## src/hdl/brl_pkg.sv

```systemverilog
`timescale 1ns / 1ps
// brl_pkg: shared constants for the bresenham line rasterizer
// no dependencies; used by bresenham_line_rasterizer_top

package brl_pkg;

   // default sizes of coordinates and color words
   localparam int DEF_COORD_BITS = 12;
   localparam int DEF_COLOR_BITS = 32;

   // canvas width after reset
   localparam int WIDTH_RESET = 640;

   // item modes
   localparam logic MODE_START = 1'b0;
   localparam logic MODE_STEP  = 1'b1;

endpackage

```

## src/hdl/bresenham_line_rasterizer_top.sv

```systemverilog
`timescale 1ns / 1ps
// bresenham_line_rasterizer_top: endpoint setup, error walk and pixel addressing
// depends on brl_pkg for default sizes, reset width and mode codes
//
// pipeline: an accepted item goes to the walk/pixel register, then through the
//   address multiply into the result register
// throughput: one item per cycle unless stalled; walk state updates at accept
// reset: synchronous, clears the line state (idle) and loads canvas width 640

module bresenham_line_rasterizer_top #(
   parameter int COORD_BITS = brl_pkg::DEF_COORD_BITS,
   parameter int COLOR_BITS = brl_pkg::DEF_COLOR_BITS
) (
   input  logic                    clock,
   input  logic                    reset,
   // configuration
   input  logic                    csr_wr_en,
   input  logic [COORD_BITS:0]     csr_wr_data,
   // input items
   input  logic                    req_valid,
   output logic                    req_ready,
   input  logic                    req_mode,
   input  logic [COORD_BITS-1:0]   req_start_x,
   input  logic [COORD_BITS-1:0]   req_start_y,
   input  logic [COORD_BITS-1:0]   req_end_x,
   input  logic [COORD_BITS-1:0]   req_end_y,
   input  logic [COLOR_BITS-1:0]   req_line_color,
   // result items
   output logic                    rsp_valid,
   input  logic                    rsp_ready,
   output logic [COORD_BITS-1:0]   rsp_pixel_x,
   output logic [COORD_BITS-1:0]   rsp_pixel_y,
   output logic [2*COORD_BITS-1:0] rsp_pixel_address,
   output logic [COLOR_BITS-1:0]   rsp_pixel_color,
   output logic                    rsp_last_pixel
);

   localparam int ERR_BITS = COORD_BITS + 2;
   localparam int CMP_BITS = COORD_BITS + 4;
   localparam int ADDR_BITS = 2 * COORD_BITS;
   localparam int PROD_BITS = 2 * COORD_BITS + 1;

   // configuration register
   logic [COORD_BITS:0] width_ff;

   // walk state
   logic                       busy_ff, busy_in;
   logic [COORD_BITS-1:0]      cur_major_ff, cur_major_in;
   logic [COORD_BITS-1:0]      cur_minor_ff, cur_minor_in;
   logic [COORD_BITS-1:0]      stop_major_ff, stop_major_in;
   logic [COORD_BITS-1:0]      delta_major_ff, delta_major_in;
   logic [COORD_BITS-1:0]      delta_minor_ff, delta_minor_in;
   logic signed [ERR_BITS-1:0] error_term_ff, error_term_in;
   logic                       minor_down_ff, minor_down_in;
   logic                       x_is_major_ff, x_is_major_in;
   logic [COLOR_BITS-1:0]      held_color_ff, held_color_in;

   // pixel stage
   logic                  pix_valid_ff, pix_valid_in;
   logic [COORD_BITS-1:0] pix_x_ff, pix_x_in;
   logic [COORD_BITS-1:0] pix_y_ff, pix_y_in;
   logic [COLOR_BITS-1:0] pix_color_ff, pix_color_in;
   logic                  pix_last_ff, pix_last_in;

   // result register
   logic                  out_valid_ff;
   logic [COORD_BITS-1:0] out_x_ff;
   logic [COORD_BITS-1:0] out_y_ff;
   logic [ADDR_BITS-1:0]  out_addr_ff, out_addr_in;
   logic [COLOR_BITS-1:0] out_color_ff;
   logic                  out_last_ff;

   logic out_load;
   logic pix_load;
   logic req_fire;
   logic is_start;
   logic emits;

   // setup of a new line
   logic [COORD_BITS-1:0] dx, dy;
   logic                  su_x_major;
   logic [COORD_BITS-1:0] su_ma0, su_ma1, su_mi0, su_mi1;
   logic [COORD_BITS-1:0] su_dmaj, su_dmin;
   logic                  su_swap;

   // selected walk values: fresh setup on start, else stored state
   logic [COORD_BITS-1:0]      sel_major, sel_minor, sel_stop, sel_dmaj, sel_dmin;
   logic signed [ERR_BITS-1:0] sel_err;
   logic                       sel_down, sel_x_major;
   logic [COLOR_BITS-1:0]      sel_color;
   logic                       sel_last;

   logic signed [CMP_BITS-1:0] err_sum, err_twice, dmaj_ext, err_minor;
   logic                       minor_step;
   logic [PROD_BITS-1:0]       addr_full;

   assign out_load  = !out_valid_ff || rsp_ready;
   assign pix_load  = !pix_valid_ff || out_load;
   assign req_ready = pix_load;
   assign req_fire  = req_valid && req_ready;
   assign is_start  = (req_mode == brl_pkg::MODE_START);
   assign emits     = req_fire && (is_start || busy_ff);

   always_comb begin
      dx = (req_end_x > req_start_x) ? req_end_x - req_start_x : req_start_x - req_end_x;
      dy = (req_end_y > req_start_y) ? req_end_y - req_start_y : req_start_y - req_end_y;
      // ties and vertical lines walk along y
      su_x_major = dx > dy;
      if (su_x_major) begin
         su_ma0  = req_start_x;
         su_ma1  = req_end_x;
         su_mi0  = req_start_y;
         su_mi1  = req_end_y;
         su_dmaj = dx;
         su_dmin = dy;
      end else begin
         su_ma0  = req_start_y;
         su_ma1  = req_end_y;
         su_mi0  = req_start_x;
         su_mi1  = req_end_x;
         su_dmaj = dy;
         su_dmin = dx;
      end
      su_swap = su_ma0 > su_ma1;
   end

   always_comb begin
      if (is_start) begin
         sel_major   = su_swap ? su_ma1 : su_ma0;
         sel_stop    = su_swap ? su_ma0 : su_ma1;
         sel_minor   = su_swap ? su_mi1 : su_mi0;
         sel_down    = su_swap ? (su_mi0 < su_mi1) : (su_mi1 < su_mi0);
         sel_dmaj    = su_dmaj;
         sel_dmin    = su_dmin;
         sel_err     = '0;
         sel_x_major = su_x_major;
         sel_color   = req_line_color;
      end else begin
         sel_major   = cur_major_ff;
         sel_stop    = stop_major_ff;
         sel_minor   = cur_minor_ff;
         sel_down    = minor_down_ff;
         sel_dmaj    = delta_major_ff;
         sel_dmin    = delta_minor_ff;
         sel_err     = error_term_ff;
         sel_x_major = x_is_major_ff;
         sel_color   = held_color_ff;
      end
      sel_last = (sel_major == sel_stop);
   end

   // error rule: move the minor axis unless 2*(err+dmin) < dmaj
   always_comb begin
      err_sum    = CMP_BITS'(sel_err) + $signed({4'b0, sel_dmin});
      err_twice  = err_sum <<< 1;
      dmaj_ext   = $signed({4'b0, sel_dmaj});
      minor_step = !(err_twice < dmaj_ext);
      err_minor  = err_sum - dmaj_ext;
   end

   always_comb begin
      busy_in        = busy_ff;
      cur_major_in   = cur_major_ff;
      cur_minor_in   = cur_minor_ff;
      stop_major_in  = stop_major_ff;
      delta_major_in = delta_major_ff;
      delta_minor_in = delta_minor_ff;
      error_term_in  = error_term_ff;
      minor_down_in  = minor_down_ff;
      x_is_major_in  = x_is_major_ff;
      held_color_in  = held_color_ff;
      if (emits) begin
         busy_in        = !sel_last;
         cur_major_in   = sel_major;
         cur_minor_in   = sel_minor;
         stop_major_in  = sel_stop;
         delta_major_in = sel_dmaj;
         delta_minor_in = sel_dmin;
         error_term_in  = sel_err;
         minor_down_in  = sel_down;
         x_is_major_in  = sel_x_major;
         held_color_in  = sel_color;
         if (!sel_last) begin
            cur_major_in = sel_major + 1'b1;
            if (minor_step) begin
               cur_minor_in  = sel_down ? sel_minor - 1'b1 : sel_minor + 1'b1;
               error_term_in = err_minor[ERR_BITS-1:0];
            end else begin
               error_term_in = err_sum[ERR_BITS-1:0];
            end
         end
      end
   end

   always_comb begin
      pix_valid_in = pix_valid_ff;
      if (pix_load) begin
         pix_valid_in = emits;
      end
      pix_x_in     = sel_x_major ? sel_major : sel_minor;
      pix_y_in     = sel_x_major ? sel_minor : sel_major;
      pix_color_in = sel_color;
      pix_last_in  = sel_last;
   end

   always_comb begin
      addr_full   = pix_y_ff * width_ff + PROD_BITS'(pix_x_ff);
      out_addr_in = addr_full[ADDR_BITS-1:0];
   end

   always_ff @(posedge clock) begin
      if (reset) begin
         width_ff       <= (COORD_BITS + 1)'(brl_pkg::WIDTH_RESET);
         busy_ff        <= 1'b0;
         cur_major_ff   <= '0;
         cur_minor_ff   <= '0;
         stop_major_ff  <= '0;
         delta_major_ff <= '0;
         delta_minor_ff <= '0;
         error_term_ff  <= '0;
         minor_down_ff  <= 1'b0;
         x_is_major_ff  <= 1'b0;
         held_color_ff  <= '0;
         pix_valid_ff   <= 1'b0;
         out_valid_ff   <= 1'b0;
      end else begin
         if (csr_wr_en) begin
            width_ff <= csr_wr_data;
         end
         busy_ff        <= busy_in;
         cur_major_ff   <= cur_major_in;
         cur_minor_ff   <= cur_minor_in;
         stop_major_ff  <= stop_major_in;
         delta_major_ff <= delta_major_in;
         delta_minor_ff <= delta_minor_in;
         error_term_ff  <= error_term_in;
         minor_down_ff  <= minor_down_in;
         x_is_major_ff  <= x_is_major_in;
         held_color_ff  <= held_color_in;
         pix_valid_ff   <= pix_valid_in;
         if (out_load) begin
            out_valid_ff <= pix_valid_ff;
         end
      end
   end

   // payload registers
   always_ff @(posedge clock) begin
      if (pix_load) begin
         pix_x_ff     <= pix_x_in;
         pix_y_ff     <= pix_y_in;
         pix_color_ff <= pix_color_in;
         pix_last_ff  <= pix_last_in;
      end
      if (out_load) begin
         out_x_ff     <= pix_x_ff;
         out_y_ff     <= pix_y_ff;
         out_addr_ff  <= out_addr_in;
         out_color_ff <= pix_color_ff;
         out_last_ff  <= pix_last_ff;
      end
   end

   assign rsp_valid         = out_valid_ff;
   assign rsp_pixel_x       = out_x_ff;
   assign rsp_pixel_y       = out_y_ff;
   assign rsp_pixel_address = out_addr_ff;
   assign rsp_pixel_color   = out_color_ff;
   assign rsp_last_pixel    = out_last_ff;

   // emitting the final endpoint ends the line
   a_last_ends_line: assert property (@(posedge clock) disable iff (reset)
      (emits && sel_last) |=> !busy_ff)
      else $error("line still busy after its last pixel");

   // a running line never walks past its stop point
   a_walk_bounded: assert property (@(posedge clock) disable iff (reset)
      busy_ff |-> (cur_major_ff <= stop_major_ff))
      else $error("major coordinate passed the stop point");

   // a step while idle leaves no item in the pixel stage
   a_idle_step_silent: assert property (@(posedge clock) disable iff (reset)
      (req_fire && !is_start && !busy_ff) |=> !pix_valid_ff)
      else $error("step while idle produced a pixel");

   // every result comes out of the pixel stage
   a_result_source: assert property (@(posedge clock) disable iff (reset)
      $rose(rsp_valid) |-> $past(pix_valid_ff))
      else $error("result without a pixel stage item");

endmodule
```

## config.mk

```make
export PLATFORM = sky130hd
export DESIGN_NAME = bresenham_line_rasterizer_top
export DESIGN_NICKNAME = d
export VERILOG_FILES = /design/src/hdl/brl_pkg.sv /design/src/hdl/bresenham_line_rasterizer_top.sv
export SDC_FILE = /design/constraint.sdc
export NUM_CORES = 1
export LEC_CHECK = 0
export ABC_AREA = 1
export BUFFER_PORTS_ARGS = -buffer_cell sky130_fd_sc_hd__buf_2
export CORE_UTILIZATION = 56
export DETAILED_ROUTE_END_ITERATION = 12
export GPL_TIMING_DRIVEN = 0
export HOLD_SLACK_MARGIN = 0.02
export PLACE_DENSITY = 0.78
export SLEW_MARGIN = 20
export SYNTH_ARGS = -nofsm -noshare
export SYNTH_HDL_FRONTEND = slang
export SYNTH_SLANG_ARGS = --single-unit
```

## constraint.sdc

```tcl
create_clock -name clock -period 7.2 [get_ports clock]
set_input_delay 0.36 -clock clock [delete_from_list [all_inputs] [get_ports clock]]
set_output_delay 0.36 -clock clock [all_outputs]
set_load 0.02 [all_outputs]
```

# ---- Word level (Yosys, flattened, before mapping)
# Index checks and enable logic that the tools add are counted.
dict set report op_classes {
  add_sub_neg 10
  multipliers 1
  order_cmp 7
  eq_ne 1
  n_mux 29
  bitwise_logic 1
  reduce_logical 8
}
# cell n
set op_table {}
lappend op_table {{two-way mux 12 bit} 22}
lappend op_table {{> comparator 12 bit} 4}
lappend op_table {{subtractor 12 bit} 4}
lappend op_table {{two-way mux 14 bit} 3}
lappend op_table {{two-way mux 32 bit} 1}
lappend op_table {{adder 12 x 1 -> 12 bit (second input constant)} 2}
lappend op_table {{adder 24 x 12 -> 24 bit} 1}
lappend op_table {{less-than comparator 12 bit} 2}
lappend op_table {{multiplier 12 x 13 -> 24 bit} 1}
lappend op_table {{less-than comparator 16 x 13 -> 1 bit} 1}
lappend op_table {{adder 14 x 13 -> 15 bit} 1}
lappend op_table {{subtractor 14 x 13 -> 14 bit} 1}
lappend op_table {{equality test 12 bit} 1}
lappend op_table {{subtractor 12 x 1 -> 12 bit (second input constant)} 1}
lappend op_table {{logical NOT 1 bit} 3}
lappend op_table {{logical OR 1 bit} 3}
lappend op_table {{two-way mux 1 bit} 3}
lappend op_table {{logical AND 1 bit} 2}
lappend op_table {{NOT 1 bit} 1}
dict set report word_totals {
  reg_bits 262
  in_bits 99
  word_cells 79
}

# ---- Logic depth before layout (Yosys ltp)
# Gate-level depths: netlist of the first run.
dict set report logic_depth {
  word_depth 11
  mapped_depth 57
  ltp_nobuf 54
}

# ---- Least setup slack after synthesis of the first run
# No wires, ideal clock.
dict set report synth_path {
  path_type {input -> register}
  from {input req_end_x[0]}
  to {register error_term_ff[13]}
  arrival_ns 7.037
  t_required_ns 7.130
  setup_slack_ns 0.092
  cell_stages 52
  path_buffers 6
  path_cell_list {inv_1 ha_1 inv_1 fa_1 inv_1 o21ai_1 a21boi_0 o21ai_1 nand2_1 nand2_1 nand2_1 buf_2 nand2_1 o21ai_0 xor2_1 inv_1 ha_1 nand2_1 [... 16 more ...] nand2_1 a21oi_1 nor2_1 nor2_1 xor2_1 inv_1 ha_1 nand4_1 o221ai_1 a21boi_0 o21ai_0 nand2_1 nand3b_1 xnor2_1 nand3_1 nand3_1 nand2_1 a21oi_1}
}
dict set report synth_between {
  elab_chain_cells 9
}
# element line_no
set synth_lines {}
lappend synth_lines {{from (decl)} bresenham_line_rasterizer_top.sv:25} ;# input logic [COORD_BITS-1:0] req_end_x,
lappend synth_lines {{subtractor 12 bit / > comparator 12 bit (equally long branches)} bresenham_line_rasterizer_top.sv:105} ;# dx = (req_end_x > req_start_x) ? req_end_x - req_start_x : req_start_x - req_end_x;
lappend synth_lines {{two-way mux 12 bit *} bresenham_line_rasterizer_top.sv:105}
lappend synth_lines {{> comparator 12 bit} bresenham_line_rasterizer_top.sv:108} ;# su_x_major = dx > dy;
lappend synth_lines {{two-way mux 12 bit *} bresenham_line_rasterizer_top.sv:109} ;# if (su_x_major) begin
lappend synth_lines {{two-way mux 12 bit *} bresenham_line_rasterizer_top.sv:128} ;# if (is_start) begin
lappend synth_lines {{named net sel_dmin[1]} bresenham_line_rasterizer_top.sv:87} ;# logic [COORD_BITS-1:0] sel_major, sel_minor, sel_stop, sel_dmaj, sel_dmin;
lappend synth_lines {{adder 14 x 13 -> 15 bit *} bresenham_line_rasterizer_top.sv:154} ;# err_sum = CMP_BITS'(sel_err) + $signed({4'b0, sel_dmin});
lappend synth_lines {{subtractor 14 x 13 -> 14 bit / less-than comparator 16 x 13 -> 1 bit (equally long branches)} {bresenham_line_rasterizer_top.sv:158, bresenham_line_rasterizer_top.sv:157}}
lappend synth_lines {{two-way mux 14 bit *} bresenham_line_rasterizer_top.sv:185} ;# if (minor_step) begin
lappend synth_lines {{two-way mux 14 bit *} bresenham_line_rasterizer_top.sv:183} ;# if (!sel_last) begin
lappend synth_lines {{to (signal assigned)} bresenham_line_rasterizer_top.sv:236} ;# error_term_ff <= error_term_in;
lappend synth_lines {{to (decl)} bresenham_line_rasterizer_top.sv:53} ;# logic signed [ERR_BITS-1:0] error_term_ff, error_term_in;
# The timed path passes the listed nets; every way through them passes the cells marked *.
# A chain may end at the register's enable or synchronous reset.

# ---- Final worst setup path of the first run
dict set report layout_path {
  from {input req_end_x[0]}
  to {register cur_minor_ff[10]}
}
# element line_no
set layout_lines {}
lappend layout_lines {{subtractor 12 bit / > comparator 12 bit (equally long branches)} bresenham_line_rasterizer_top.sv:105}
lappend layout_lines {{two-way mux 12 bit} bresenham_line_rasterizer_top.sv:105}
lappend layout_lines {{> comparator 12 bit} bresenham_line_rasterizer_top.sv:108}
lappend layout_lines {{two-way mux 12 bit} bresenham_line_rasterizer_top.sv:109}
lappend layout_lines {{less-than comparator 12 bit / > comparator 12 bit (equally long branches)} {bresenham_line_rasterizer_top.sv:132, bresenham_line_rasterizer_top.sv:124}}
lappend layout_lines {{two-way mux 1 bit *} bresenham_line_rasterizer_top.sv:132} ;# sel_down = su_swap ? (su_mi0 < su_mi1) : (su_mi1 < su_mi0);
lappend layout_lines {{two-way mux 1 bit *} bresenham_line_rasterizer_top.sv:128}
lappend layout_lines {{named net sel_down} bresenham_line_rasterizer_top.sv:89} ;# logic sel_down, sel_x_major;
lappend layout_lines {{two-way mux 12 bit *} bresenham_line_rasterizer_top.sv:186} ;# cur_minor_in = sel_down ? sel_minor - 1'b1 : sel_minor + 1'b1;
lappend layout_lines {{two-way mux 12 bit *} bresenham_line_rasterizer_top.sv:185}
lappend layout_lines {{two-way mux 12 bit *} bresenham_line_rasterizer_top.sv:183}
lappend layout_lines {{to (signal assigned)} bresenham_line_rasterizer_top.sv:232} ;# cur_minor_ff <= cur_minor_in;
lappend layout_lines {{to (decl)} bresenham_line_rasterizer_top.sv:49} ;# logic [COORD_BITS-1:0] cur_minor_ff, cur_minor_in;
# Marked as above.

==> results.json, run 1 <==
{
  "crit_slowest_cell": "fa_2",
  "die-area_sq_mm": 0.0405,
  "syn_nets": 3300,
  "switching_power_mw": 7.59,
  "io_pins": 182,
  "drive_above_1_share": 0.173,
  "combPwrFrac": 0.732,
  "seqPwrFrac": 0.163,
  "intPower_mw": 7.61,
  "fin_nets": 3613,
  "gr-total-overflow": 0,
  "status": "completed",
  "numCtsBuffers": 29,
  "irDropWorstVdd_mv": 0.467,
  "avgViaCountPerCell": 5.72,
  "clockRootBuffer": "clkbuf_16",
  "ys_types": 52,
  "drt_iter0_drc": 1994,
  "synth-adder-area-share": 0.225,
  "grt_pass1_wl_mm": 110,
  "antenna_found_initial": 2,
  "nFillCells": 3237,
  "crit_required_ns": 7.64,
  "ant_nets": 0,
  "synth_seq_area_share": 0.298,
  "ys_seq_elements": 262,
  "crit_arrival_ns": 7.52,
  "fmax_mhz": 141,
  "drt_drc_violations_left": 0,
  "hold_ws_ns": 0.0255,
  "grt_pass1_vias": 20900,
  "period_needed_ns": 7.07,
  "clk-insertion-delay-late_ns": 0.59,
  "io_buffers": 179,
  "routedWlPerCell_microns": 19.3,
  "dr.pass1.iters": 8,
  "grt_start_max_net_pins": 54,
  "power_density_mw_per_mm2": 571,
  "die_w_microns": 201,
  "netSwitchingFraction": 0.499,
  "mostFrequentLayoutCell": "nand2_1",
  "synth_top_family_by_area": "adder cells",
  "synth.area.mux_share": 0.000901,
  "finalSetupViolCount": 0,
  "syn_inst": 2878,
  "synth_edf_count": 138,
  "hold_viol": 0,
  "area_growth_pct": 19.8,
  "cts_tree": "built",
  "yosys_warnings": 0,
  "slew_violations": 0,
  "syn_avg_cell_area_sq_um": 7.72,
  "synth-compound-area-share": 0.129,
  "fin_crit_sh": 0.983,
  "tightest_slew_ns": 0.955,
  "yosys.area_share.simple": 0.209,
  "row_count": 72,
  "relSlewSlack": 0.363,
  "cp_max_fo": 10,
  "cts.sinks": 262,
  "setup.worst_path.start_class": "input pin",
  "cts_buffer_depth": 3,
  "clk_pin_slew_ns": 0.06,
  "crit_path_end_kind": "flip-flop",
  "fp.coreArea_sq_mm": 0.0389,
  "vias": 21400,
  "gp_congestion": 1.01,
  "leakagePower_nw": 13.4,
  "min_path_type": "input pin to flip-flop",
  "synthArstFlopShare": 0,
  "die_h_microns": 201,
  "crit_top_cell": "nand2_1",
  "start_util": 0.571,
  "dp_hpwl_mm": 55.9,
  "drt_wl_total_mm": 72.2,
  "grtUsageTotal": 0.347,
  "skew_ns": 0.0161,
  "htreeDepth": 1,
  "slowest_delay_ns": 0.33,
  "tns_ns": 0,
  "layout_common_cells": "nand2_1 (642), inv_1 (451), o21ai_0 (196), nand3_1 (196), a21oi_1 (191)",
  "drv_cap": 0,
  "critPathKind": "input pin to flip-flop",
  "syn_area_sq_mm": 0.0222,
  "synth_flop_cell": "edfxtp_1",
  "synthXorXnorAreaFrac": 0.0335,
  "clkPwrFrac": 0.105
}
==> worst max-delay path, delay by kind of cell <==
kind / cells / cell delay (ns)
and+or+nand+nor: 20 / 2.25
AOI/OAI and AO/OA: 12 / 1.55
adders and majority gates: 5 / 1.36
buffers and inverters: 11 / 1.21
xor gates and xnor gates: 2 / 0.49
muxes: 1 / 0.28
==> flip-flops by register name, indices dropped and copies added, names as in the netlist, 12 cells and up <==
register / flops
delta_minor_ff: 12
cur_major_ff: 12
stop_major_ff: 12
rsp_pixel_x: 12
pix_y_ff: 12
held_color_ff: 32
rsp_pixel_y: 12
cur_minor_ff: 12
width_ff: 13
rsp_pixel_color: 32
pix_x_ff: 12
delta_major_ff: 12
rsp_pixel_address: 24
pix_color_ff: 32
error_term_ff: 14
==> final timing paths <==
path / from / to / slack (ns) / depth (start not counted)
setup reg to reg: pix_y_ff[3]$_DFFE_PN_ / rsp_pixel_address[23]$_DFFE_PP_ / 1.09 / 21
setup / recovery: req_end_x[0] / cur_minor_ff[10]$_SDFFE_PP0P_ / 0.13 / 51
hold / removal: csr_wr_data[7] / width_ff[7]$_SDFFE_PP1P_ / 0.03 / 3
hold reg to reg: pix_color_ff[19]$_DFFE_PN_ / rsp_pixel_color[19]$_DFFE_PP_ / 0.42 / 0
==> cell type report <==
| class | instances | area [sq um] | area share |
|---|---|---|---|
| Sequential cell | 262 | 6630 | 0.249 |
| Timing Repair Buffer | 286 | 1830 | 0.0687 |
| Tap cell | 518 | 648 | 0.0244 |
| Multi-Input combinational cell | 2023 | 14000 | 0.527 |
| Inverter | 467 | 1760 | 0.0662 |
| Clock inverter | 19 | 249 | 0.00936 |
| Antenna cell | 1 | 2.50 | 0.0000940 |
| Clock buffer | 35 | 758 | 0.0285 |
| Buffer | 122 | 707 | 0.0266 |
==> synth_stat cells, types with 10 or more instances <==
master      n  share of area
dfxtp_1   124           0.11
nand2_1   665           0.11
clkbuf_1   83          0.014
nand2_2    18         0.0051
nand3_2    15         0.0068
nand3_1   199          0.045
buf_2      24         0.0054
edfxtp_1  138           0.19
inv_1     462          0.078
nor3_1     10         0.0023
nand4_1    15         0.0042
o211ai_1   19         0.0064
fa_1      127           0.11
nor2_1    122          0.021
o221ai_1   15         0.0059
xor2_1     61          0.024
a21oi_1   206          0.046
ha_1      196           0.11
xnor2_1    24         0.0095
and2_1     14         0.0039
or2_2      15         0.0042
o21ai_0   238          0.054
==> layer usage <==
metal	track usage	up-vias	share of wire
met5	0	-	0.00015
li1	-	9947	-
met1	0.437	10200	0.39
met4	0.165	2	0.051
met2	0.594	998	0.48
met3	0.0405	219	0.074
==> logic make-up (layout without fill, tap and decap cells) <==
| family | after synthesis | in the layout |
|---|---|---|
| AND/OR/NAND/NOR | 1087 | 1087 |
| buffers and inverters | 593 | 929 |
| AO/OA/AOI/OAI | 526 | 526 |
| adder cells (fa/ha/maj) | 323 | 323 |
| flip-flops | 262 | 262 |
| XOR/XNOR | 85 | 85 |
| multiplexers | 2 | 2 |
| other | 0 | 1 |
==> through the flow <==
| stage | setup WS [ns] | total power, mW | utilization | instance area [sq um] | instances |
|---|---|---|---|---|---|
| 6_report | 0.126 | 15.2 | 0.684 | 26600 | 3733 |
| 5_1_grt | -0.247 | 16.4 | 0.684 | 26600 | 3733 |
| 4_1_cts | 0.00205 | 14.4 | 0.658 | 25600 | 3693 |
| 3_5_place_dp | -2.20 | 12.2 | 0.612 | 23800 | 3577 |
| 3_3_place_gp | -2.31 | 11.9 | 0.610 | 23800 | 3575 |
| 2_1_floorplan | 0.0922 | 9.72 | - | 22200 | 2878 |
==> power by group through the flow <==
stage          combinational [mW]  sequential, mW  clock, mW
6_report                     11.1            2.47       1.59
5_1_grt                      12.2            2.50       1.65
2_1_floorplan                7.10            2.62          0
3_5_place_dp                 9.72            2.50          0
3_3_place_gp                 9.39            2.49          0
4_1_cts                      10.3            2.47       1.60
==> what timing repair did <==
action / in CTS / in global routing
setup buffers: 53 / 38
pin swaps: 28 / 59
endpoints found under the hold margin: 10 / 0
setup endpoints to repair: 26 / 40
cloned: 0 / 4
gates resized for setup: 93 / 179
hold buffers: 10 / 0
(Power assumes the default switching activity.)
==> inputs of run 2 (changes only) <==
- PLACE_DENSITY: 0.78 -> 0.8
==> run 2 against run 1 <==
Die area did not move; critical path type unchanged; critical endpoint is now cur_minor_ff[2]$_SDFFE_PP0P_; worst hold slack got worse by 0.0049 ns; clock power decreased by 5%; highest routed layer is now met4; critical path depth grew 2; sequential power hardly changed.
==> results.json, run 2 (synthesis results as in run 1) <==
{
  "status": "completed",
  "tightest_slew_ns": 1.02,
  "numCtsBuffers": 30,
  "area_growth_pct": 21.5,
  "fin_nets": 3636,
  "die_w_microns": 201,
  "slowest_delay_ns": 0.43,
  "die-area_sq_mm": 0.0405,
  "layout.cells.non_filler": 3756,
  "avgViaCountPerCell": 5.73,
  "hold_viol": 0,
  "power_density_mw_per_mm2": 578,
  "row_count": 72,
  "setup.worst_path.start_class": "input pin",
  "crit_top_cell": "buf_4",
  "intPower_mw": 7.71,
  "crit_required_ns": 7.70,
  "irDropWorstVdd_mv": 0.439,
  "min_path_type": "input pin to flip-flop",
  "routedWlPerCell_microns": 19.8,
  "cts_buffer_depth": 3,
  "clockRootBuffer": "clkbuf_16",
  "switching_power_mw": 7.89,
  "grtUsageTotal": 0.359,
  "clkPwrFrac": 0.097,
  "ant_nets": 0,
  "critPathKind": "input pin to flip-flop",
  "htreeDepth": 1,
  "io_pins": 182,
  "diodes": 0,
  "dr.pass1.iters": 6,
  "drt_wl_total_mm": 74.4,
  "skew_ns": 0.0110,
  "clk_pin_slew_ns": 0.06,
  "drt_drc_violations_left": 0,
  "netSwitchingFraction": 0.506,
  "fin_crit_sh": 0.991,
  "hold_ws_ns": 0.0206,
  "post-place-cells": 3577,
  "drive_above_1_share": 0.189,
  "vias": 21500,
  "combPwrFrac": 0.745,
  "crit_path_end_kind": "flip-flop",
  "start_util": 0.571,
  "grt_start_max_net_pins": 59,
  "finalSetupViolCount": 0,
  "clk-insertion-delay-late_ns": 0.59,
  "gr-total-overflow": 0,
  "layout_common_cells": "nand2_1 (643), inv_1 (449), o21ai_0 (201)",
  "crit_arrival_ns": 7.63,
  "antenna_found_initial": 0,
  "seqPwrFrac": 0.158,
  "cts_tree": "built",
  "cts.sinks": 262,
  "grt_pass1_vias": 21100,
  "mostFrequentLayoutCell": "nand2_1",
  "fmax_mhz": 140,
  "rsz0062_at_grt": "yes",
  "fp.coreArea_sq_mm": 0.0389,
  "crit_slowest_cell": "ha_2",
  "period_needed_ns": 7.14,
  "drv_cap": 0,
  "gp_congestion": 0.985,
  "drt_iter0_drc": 1855,
  "die_h_microns": 201,
  "dp_hpwl_mm": 57.4,
  "slew_violations": 0,
  "relSlewSlack": 0.323,
  "grt_pass1_wl_mm": 114,
  "leakagePower_nw": 13.5,
  "io_buffers": 179,
  "cp_max_fo": 6
}
## run 2: cell types whose count changed in the layout (fill, tap and decap cells not counted), sizes merged, moves of 2 or more
cell      previous run  this run
buf                317       333
clkbuf             116       123
bufinv               5         1
clkinvlp             2         6
inv                468       466
## run 2: critical path: cells and delay by family
family,cells,cell delay [ns]
compound gates,7,1.19
buf+inv,31,3.82
simple gates,11,1.06
xor+xnor,2,0.47
fa+ha+maj,2,0.73
## run 2: final timing paths
path | from | endpoint | slack (ns) | cells after the start
setup / recovery | req_start_x[5] | cur_minor_ff[2]$_SDFFE_PP0P_ | 0.06 | 53
hold / removal | csr_wr_data[5] | width_ff[5]$_SDFFE_PP0P_ | 0.02 | 3
setup reg to reg | pix_y_ff[1]$_DFFE_PN_ | rsp_pixel_address[23]$_DFFE_PP_ | 0.99 | 21
hold reg to reg | pix_color_ff[13]$_DFFE_PN_ | rsp_pixel_color[13]$_DFFE_PP_ | 0.42 | 0
## run 2: cell type report
| cell class | instances | area (sq um) |
|---|---|---|
| multi-input combinational | 2024 | 14200 |
| fill | 3147 | 11900 |
| sequential | 262 | 6630 |
| timing repair buffer | 306 | 2060 |
| inverter | 467 | 1770 |
| clock buffer | 38 | 812 |
| buffer | 123 | 719 |
| tap | 518 | 648 |
| clock inverter | 18 | 149 |
## run 2: power groups by stage
stage	Sequential, mW	Clock (mW)	Combinational, mW
final	2.47	1.51	11.6
after global routing	2.50	1.56	12.8
after CTS	2.46	1.51	10.5
after detailed placement	2.49	0	9.88
after global placement	2.48	0	9.52
after floorplan	2.62	0	7.10
## run 2: layer usage
metal  share of wire  vias up  GRT usage
met2            0.48      943      0.622
met3           0.072      217     0.0567
met1            0.40    10400      0.443
li1                -    10000          -
met5               0        -          0
met4           0.049        0      0.151
## run 2: through the flow
| stage | worst slack (ns) | instance area [sq um] | total power, mW | TNS [ns] | utilization |
|---|---|---|---|---|---|
| detailed placement | -2.32 | 23800 | 12.4 | -62.52 | 0.612 |
| floorplan | 0.0922 | 22200 | 9.72 | 0 | - |
| CTS | 0.00488 | 25600 | 14.5 | 0 | 0.658 |
| global placement | -2.38 | 23800 | 12.0 | -65.77 | 0.610 |
| finish | 0.0646 | 27000 | 15.6 | 0 | 0.694 |
| global route | -0.172 | 27000 | 16.8 | -2.03 | 0.694 |
## run 2: repair_timing
action | 4_1_cts | 5_1_grt
hold endpoints to repair | 11 | 0
hold buffers | 11 | 0
cloned | 0 | 8
pin swaps | 28 | 91
setup endpoints to repair | 26 | 28
resized for setup | 93 | 215
buffers inserted | 54 | 53
